<file path="src/rtl/pslb_pkg.sv">
// Shared types and codes for the per-level segment list buffer.
package pslb_pkg;

	localparam int MODE_W    = 2;
	localparam int LEVEL_W   = 3;
	localparam int SEG_W     = 16;
	localparam int ST_W      = 2;
	localparam int CNT_OUT_W = 6;

	localparam logic [MODE_W-1:0] MODE_ADD     = 2'd0;
	localparam logic [MODE_W-1:0] MODE_LOOKUP  = 2'd1;
	localparam logic [MODE_W-1:0] MODE_CONSUME = 2'd2;

	localparam logic [ST_W-1:0] ST_OK      = 2'd0;
	localparam logic [ST_W-1:0] ST_MISSING = 2'd1;
	localparam logic [ST_W-1:0] ST_FULL    = 2'd2;

	typedef struct packed {
		logic load;
		logic append;
		logic set_ok;
		logic set_missing;
		logic set_full;
		logic scan_start;
		logic scan;
		logic shift_start;
		logic shift;
		logic drop;
		logic tail_rd;
		logic finish;
	} pslb_cmd_t;

	typedef struct packed {
		logic lvl_ok;
		logic is_add;
		logic is_consume;
		logic full;
		logic empty;
		logic hit;
		logic scan_last;
		logic more;
	} pslb_stat_t;

endpackage

</file>
<file path="src/rtl/pslb_ctrl.sv">
// Controller: sequences the check, scan, shift, drop and tail read of one request.
module pslb_ctrl import pslb_pkg::*; (
	input  logic       clk,
	input  logic       arst_n,
	input  logic       start,
	input  pslb_stat_t stat,
	output pslb_cmd_t  cmd,
	output logic       busy
);

	localparam logic [2:0] S_IDLE  = 3'd0;
	localparam logic [2:0] S_CHECK = 3'd1;
	localparam logic [2:0] S_SCAN  = 3'd2;
	localparam logic [2:0] S_SHIFT = 3'd3;
	localparam logic [2:0] S_DROP  = 3'd4;
	localparam logic [2:0] S_TAIL  = 3'd5;
	localparam logic [2:0] S_TAILW = 3'd6;

	logic [2:0] state_q;
	logic [2:0] state_d;

	always_comb begin
		cmd     = '0;
		state_d = state_q;
		case (state_q)
			S_IDLE: begin
				if (start) begin
					cmd.load = 1'b1;
					state_d  = S_CHECK;
				end
			end
			S_CHECK: begin
				state_d = S_TAIL;
				if (!stat.lvl_ok) begin
					cmd.set_full    = stat.is_add;
					cmd.set_missing = !stat.is_add;
				end else if (stat.is_add) begin
					cmd.set_full = stat.full;
					cmd.append   = !stat.full;
					cmd.set_ok   = !stat.full;
				end else if (stat.empty) begin
					cmd.set_missing = 1'b1;
				end else begin
					cmd.scan_start = 1'b1;
					state_d        = S_SCAN;
				end
			end
			S_SCAN: begin
				cmd.scan = 1'b1;
				if (stat.hit) begin
					cmd.set_ok = 1'b1;
					if (stat.is_consume) begin
						cmd.shift_start = 1'b1;
						state_d         = S_SHIFT;
					end else begin
						state_d = S_TAIL;
					end
				end else if (stat.scan_last) begin
					cmd.set_missing = 1'b1;
					state_d         = S_TAIL;
				end
			end
			S_SHIFT: begin
				cmd.shift = 1'b1;
				if (!stat.more) begin
					state_d = S_DROP;
				end
			end
			S_DROP: begin
				cmd.drop = 1'b1;
				state_d  = S_TAIL;
			end
			S_TAIL: begin
				cmd.tail_rd = 1'b1;
				state_d     = S_TAILW;
			end
			S_TAILW: begin
				cmd.finish = 1'b1;
				state_d    = S_IDLE;
			end
			default: begin
				state_d = S_IDLE;
			end
		endcase
	end

	always_ff @(posedge clk or negedge arst_n) begin
		if (!arst_n) begin
			state_q <= S_IDLE;
		end else begin
			state_q <= state_d;
		end
	end

	assign busy = state_q != S_IDLE;

endmodule

</file>
<file path="config.mk">
export PLATFORM = sky130hd
export DESIGN_NAME = pslb_ctrl
export DESIGN_NICKNAME = d
export VERILOG_FILES = /design/src/rtl/pslb_pkg.sv /design/src/rtl/pslb_ctrl.sv
export SDC_FILE = /design/constraint.sdc
export NUM_CORES = 1
export LEC_CHECK = 0
export BUFFER_PORTS_ARGS = -buffer_cell sky130_fd_sc_hd__buf_2
export CORE_AREA = 4 4 41 43
export DETAILED_ROUTE_END_ITERATION = 10
export DIE_AREA = 0 0 45 47
export PLACE_DENSITY_LB_ADDON = 0.08
export SLEW_MARGIN = 20
export SYNTH_ARGS = -nofsm -noshare
export SYNTH_HDL_FRONTEND = slang
export SYNTH_SLANG_ARGS = --single-unit
</file>
<file path="constraint.sdc">
create_clock -name clk -period 1.1 [get_ports clk]
set_clock_uncertainty 0.1 [all_clocks]
set_input_delay 0.11 -clock clk [delete_from_list [all_inputs] [get_ports clk]]
set_output_delay 0.11 -clock clk [all_outputs]
set_load 0.005 [all_outputs]
</file>
# [Word-level counts from Yosys, hierarchy flattened]
# Index checks and enable logic that the tools add are counted.
[totals] regBits=3 latchBits=0 mem_bits_rw=0 mem_bits_ro=0 input_bits=11 out_inout_bits=13 elab_cells=48 n_memories=0
[op_classes] addsub=0 mul=0 div=0 magnitude_cmp=0 eq_ne=9 shift=0 n_mux=33 bitwise_logic=0 n_reduce_logical=5
[ops] cell="two-way mux 3 bit" count=8
[ops] cell="two-way mux 1 bit" count=18
[ops] cell="case mux 3 bit (6 select lines)" count=1
[ops] cell="two-way mux 2 bit" count=5
[ops] cell="== test 3 bit, second input constant" count=3
[ops] cell="== test 3 x 2 -> 1 bit, second input constant" count=2
[ops] cell="inequality test 2 bit, second input constant" count=2
[ops] cell="case mux 2 bit (2 select lines)" count=1
[ops] cell="== test 3 x 1 -> 1 bit, second input constant" count=1
[ops] cell="zero test 3 bit" count=1
[ops] cell="inequality test 3 bit, second input constant" count=1
[ops] cell="AND reduction 3 bit" count=1
[ops] cell="nonzero test 3 bit" count=1
[ops] cell="zero test 1 bit" count=2

# [Logic depth before layout (Yosys ltp)]
[logic_depth] depth_word=4 depth_mapped=5

# [Least setup slack after synthesis]
# OpenSTA, ideal clock, no wires.
[synth_timing] path_kind="register -> output" from="register state_q[1]" to="output cmd[11] in the netlist's numbering" t_arrival_ns=0.987 required_ns=0.890 slack_ns=-0.097 stages_incl_launch_ff=4 path_cell_list="dfrtp_1 -> buf_6 -> or3_4 -> nor2_2"
[synth_lines] element="from (decl)" line="pslb_ctrl.sv:19" rtl="logic [2:0] state_q;"
[synth_lines] element="from (signal assigned)" line="pslb_ctrl.sv:91" rtl="state_q <= state_d;"
[synth_lines] element="to (decl)" line="pslb_ctrl.sv:7" rtl="output pslb_cmd_t cmd,"

==> reports/metrics.sh <==
FINALNONFILLERCELLS=107
POWER_DENSITY_nW_PER_UM2=2440
MULTI_INPUT_COMBINATIONAL_CELL_AREA_SQ_UM=397
CRITICAL_PATH_REQUIRED_PS=890
INITIAL_STANDARD_CELL_UTILIZATION_OF_THE_CORE_PCT=31.3
REGISTERS.TOP_BY_FF_COUNT='state_q'
PLACEABLECOREAREA_SQ_UM=1300
COUNT_OF_NETS_LEFT_WITH_ANTENNA_VIOLATIONS_AFTER_DETAIL_ROUTING=0
FINALWIRELENGTH_MICRONS=1310
PLACED_CELL_AREA_SQ_UM=572
YOSYS.CELL_COUNT.TOP_TYPE='nor2_1'
HOLD_VIOLATIONS=0
SYNTH.FF_LATCH_COUNT=3
ROW_COUNT=13
WORSTSKEWPAIRLATENCY_PS=240
FINAL_SETUP_VIOLATION_COUNT=16
CLOCK_TREE.HTREE_LEVEL_COUNT=1
DESIGN.FINAL.NETS=104
DESIGN_AREA_SQ_UM=795
TIMING.CRITICAL_PATH.FROM_TYPE='flip-flop'
CRITICAL_PATH.REG2REG.STARTPOINT='state_q[0]$_DFFE_PN0P_'
OUTCOME='complete, but fails checks'
VIOLATION_COUNT_AFTER_THE_FIRST_DETAILED_ROUTING_ITERATION=4
SYNTH-MAIN-FF-CELL='dfrtp_1'
FIRST_GLOBAL_VIAS=475
FINAL.PERIOD_UTILIZATION_PCT=132
STATIC-LEAKAGE-POWER_uW=0.000374
MAX_SLEW_MARGIN_PCT=86.1
GRT_OVERFLOW_TOTAL=0
TRITONCTS.NUM_BUFFERS=3
WORSTHOLDPATHTYPE='primary input to async pin'
TOTAL_NUMBER_OF_CLOCK_TREE_SINKS=3
TIMING.SETUP.CRITICAL_PATH_CLASS='flip-flop to output pin'
CLKSLEWWORSTSETUPHOLDPATHS_PS=40
SEQ_AREA_SQ_UM=78.8
BUFFER_PORTS.INSERTED=23
ROOT_BUFFER='clkbuf_4'
GRT_MAX_DEGREE=8
ROUTED_WIRE_LENGTH_PER_INSTANCE_MICRONS=12.2
CRIT_PATH_START='state_q[2]$_DFFE_PN0P_'
DP.CELLS=96
DPL.HPWL_MICRONS=929
VDD_IR_DROP_MAX_mV=0.949
MAXCAPVIOLATIONS=0
DIEAREA_SQ_UM=2120
ASYNC_FLOP_SHARE_PCT=100
DRT-VIAS-PER-INSTANCE=4.79
MAXSLEWVIOLCOUNT=0
YOSYSSEQAREASHARE_PCT=18.4
SYN-CELL-AREA_SQ_UM=408
SYNTH.YOSYS.WARNINGS=0
FIN_WORST_SETUP_SLACK_PS=-353
YS_TOP_CELLS_BY_COUNT='nor2_1 (9), nor3_1 (5), a21oi_1 (3), dfrtp_1 (3), nor2b_1 (3)'
FINALCRITICALPERIOD_PS=1450
CRIT_PATH_MAX_FANOUT=4
MAX-CLOCK-PATH-BUFFERS=2
POST_SYNTH_NUM_CELL_TYPES=28
GRT.TOTAL_USAGE_PCT=12.7
SYNTH_TOP_CELL_AREA_SHARE_PCT=18.4
WORSTPATHARRIVAL_PS=1240
PIN_COUNT=24
DIE_HEIGHT_MICRONS=47
SYNTH_NETS=64
VIAS_POST_DR=512
SYNTHTOPCELLSBYAREA='dfrtp_1 (18%), nor2_1 (8.3%), nor2b_4 (6.7%), nor3_1 (6.1%), buf_6 (5.5%)'
RSZ0062_AT_GRT='yes'
CLOCK.FMAX_GHz=0.688
NUM-FILL-CELLS=128
INSERTEDDIODECOUNT=0
POST_SYNTH.CELL_AREA_AVG_SQ_UM=7.70
VIOLATED_CHECKS='negative setup slack'
TRITONCTS='built'
FINALWEIGHTEDCONGESTION=0.727
SHARE_OF_FINAL_LAYOUT_STANDARD_CELLS_STRONGER_THAN_DRIVE_STRENGTH_1_PCT=75.0
FLOORPLAN.DIE.WIDTH_MICRONS=45
CP-END-KIND='output pin'
WIRE_LENGTH_OF_THE_FIRST_GLOBAL_ROUTING_PASS_MICRONS=1970
ANTENNA_FOUND_INITIAL=0
SYN-INSTANCE-COUNT=53
AREA_GROWTH_PCT=94.8
DR.PASS1.ITERS=4
ROUTE.DETAILED.DRC=0
MAX_SLEW.WORST_PIN.SLEW_PS=207
TOP_REGS='state_q x3'
SYNTH_ENABLE_FLOP_CELLS=0
NETLIST.TOP_CELL.BY_AREA='dfrtp_1'
LARGEST_REGISTER_FFS=3
-- worst paths after layout --
check / to / slack [ps] / cells after the start
worst max register to register: state_q[0]$_DFFE_PN0P_ / -180 / 5
worst max-delay path: cmd[11] / -350 / 3
max in group asynchronous: state_q[1]$_DFFE_PN0P_ / 670 / 2
worst min-delay path: state_q[2]$_DFFE_PN0P_ / 110 / 2
worst min register to register: state_q[2]$_DFFE_PN0P_ / 580 / 2
min in group clk: state_q[1]$_DFFE_PN0P_ / 120 / 3
-- critical path, cell delays in order (launching register included) --
cell and delay (ps):
dfrtp_2 420, or3_4 400, nor2_2 70, buf_2 110
-- cell type report --
cell class	instances	share of cell area, %
Inverter	2	1.57
Tap cell	15	2.36
Sequential cell	3	9.92
Multi-Input combinational cell	45	49.9
Timing Repair Buffer	38	32.9
Clock buffer	4	3.31
-- layout by cell type (no fill, tap or decap), drive strengths merged --
cell type,n
o21bai,1
a32oi,1
o31ai,2
and2,2
nor2b,5
nand2b,2
and3,2
or3,1
dlygate4sd3,1
clkbuf,4
and2b,2
inv,2
dfrtp,3
a21oi,3
o2bb2ai,1
nor2,10
a22o,1
buf,37
nor3,5
o21ai,4
nand3,1
nand2,2
-- power by group --
| part | internal (uW) | total [uW] | switching (uW) |
|---|---|---|---|
| Sequential | 178 | 277 | 99.4 |
| Combinational | 827 | 1470 | 638 |
| Clock | 136 | 197 | 61.2 |
-- cells by family (layout without fill, tap and decap cells) --
group | count (synthesis) | count (layout) | share of synthesized area (%)
flops | 3 | 3 | 18.4
buf+inv | 5 | 44 | 9.20
simple gates | 32 | 32 | 48.2
compound gates | 13 | 13 | 24.2
-- per-stage QoR --
stage / worst slack, ps / TNS, ps / power (uW) / hold slack [ps] / utilization, %
global route: -406 / -5060 / 2090 / 123 / 61.1
global placement: -191 / -1430 / 1210 / -188 / 43.9
finish: -353 / -4230 / 1940 / 105 / 61.1
detailed placement: -174 / -1560 / 1200 / -191 / 43.9
CTS: -374 / -4460 / 1760 / 104 / 55.1
floorplan: -83.4 / -209 / 873 / -286 / -
-- repair_timing --
item                                    4_1_cts  5_1_grt
cloned                                        0        0
gates resized for setup                      19       15
pin swaps                                     7        5
endpoints found under the setup margin       16       16
hold buffers                                  1        0
setup buffers                                 4        3
hold endpoints to repair                      3        0
-- per-layer routing --
metal | track usage (%) | vias up | wire length, microns | share of wire (%)
met2 | 22.6 | 18 | 681 | 52
met1 | 14.8 | 231 | 527 | 40
met4 | 8.77 | 0 | 28 | 2.1
met5 | 0 | - | 0 | 0
met3 | 0.383 | 2 | 70 | 5.4
li1 | - | 261 | - | -
No activity file was read; power rests on OpenSTA's default activity.
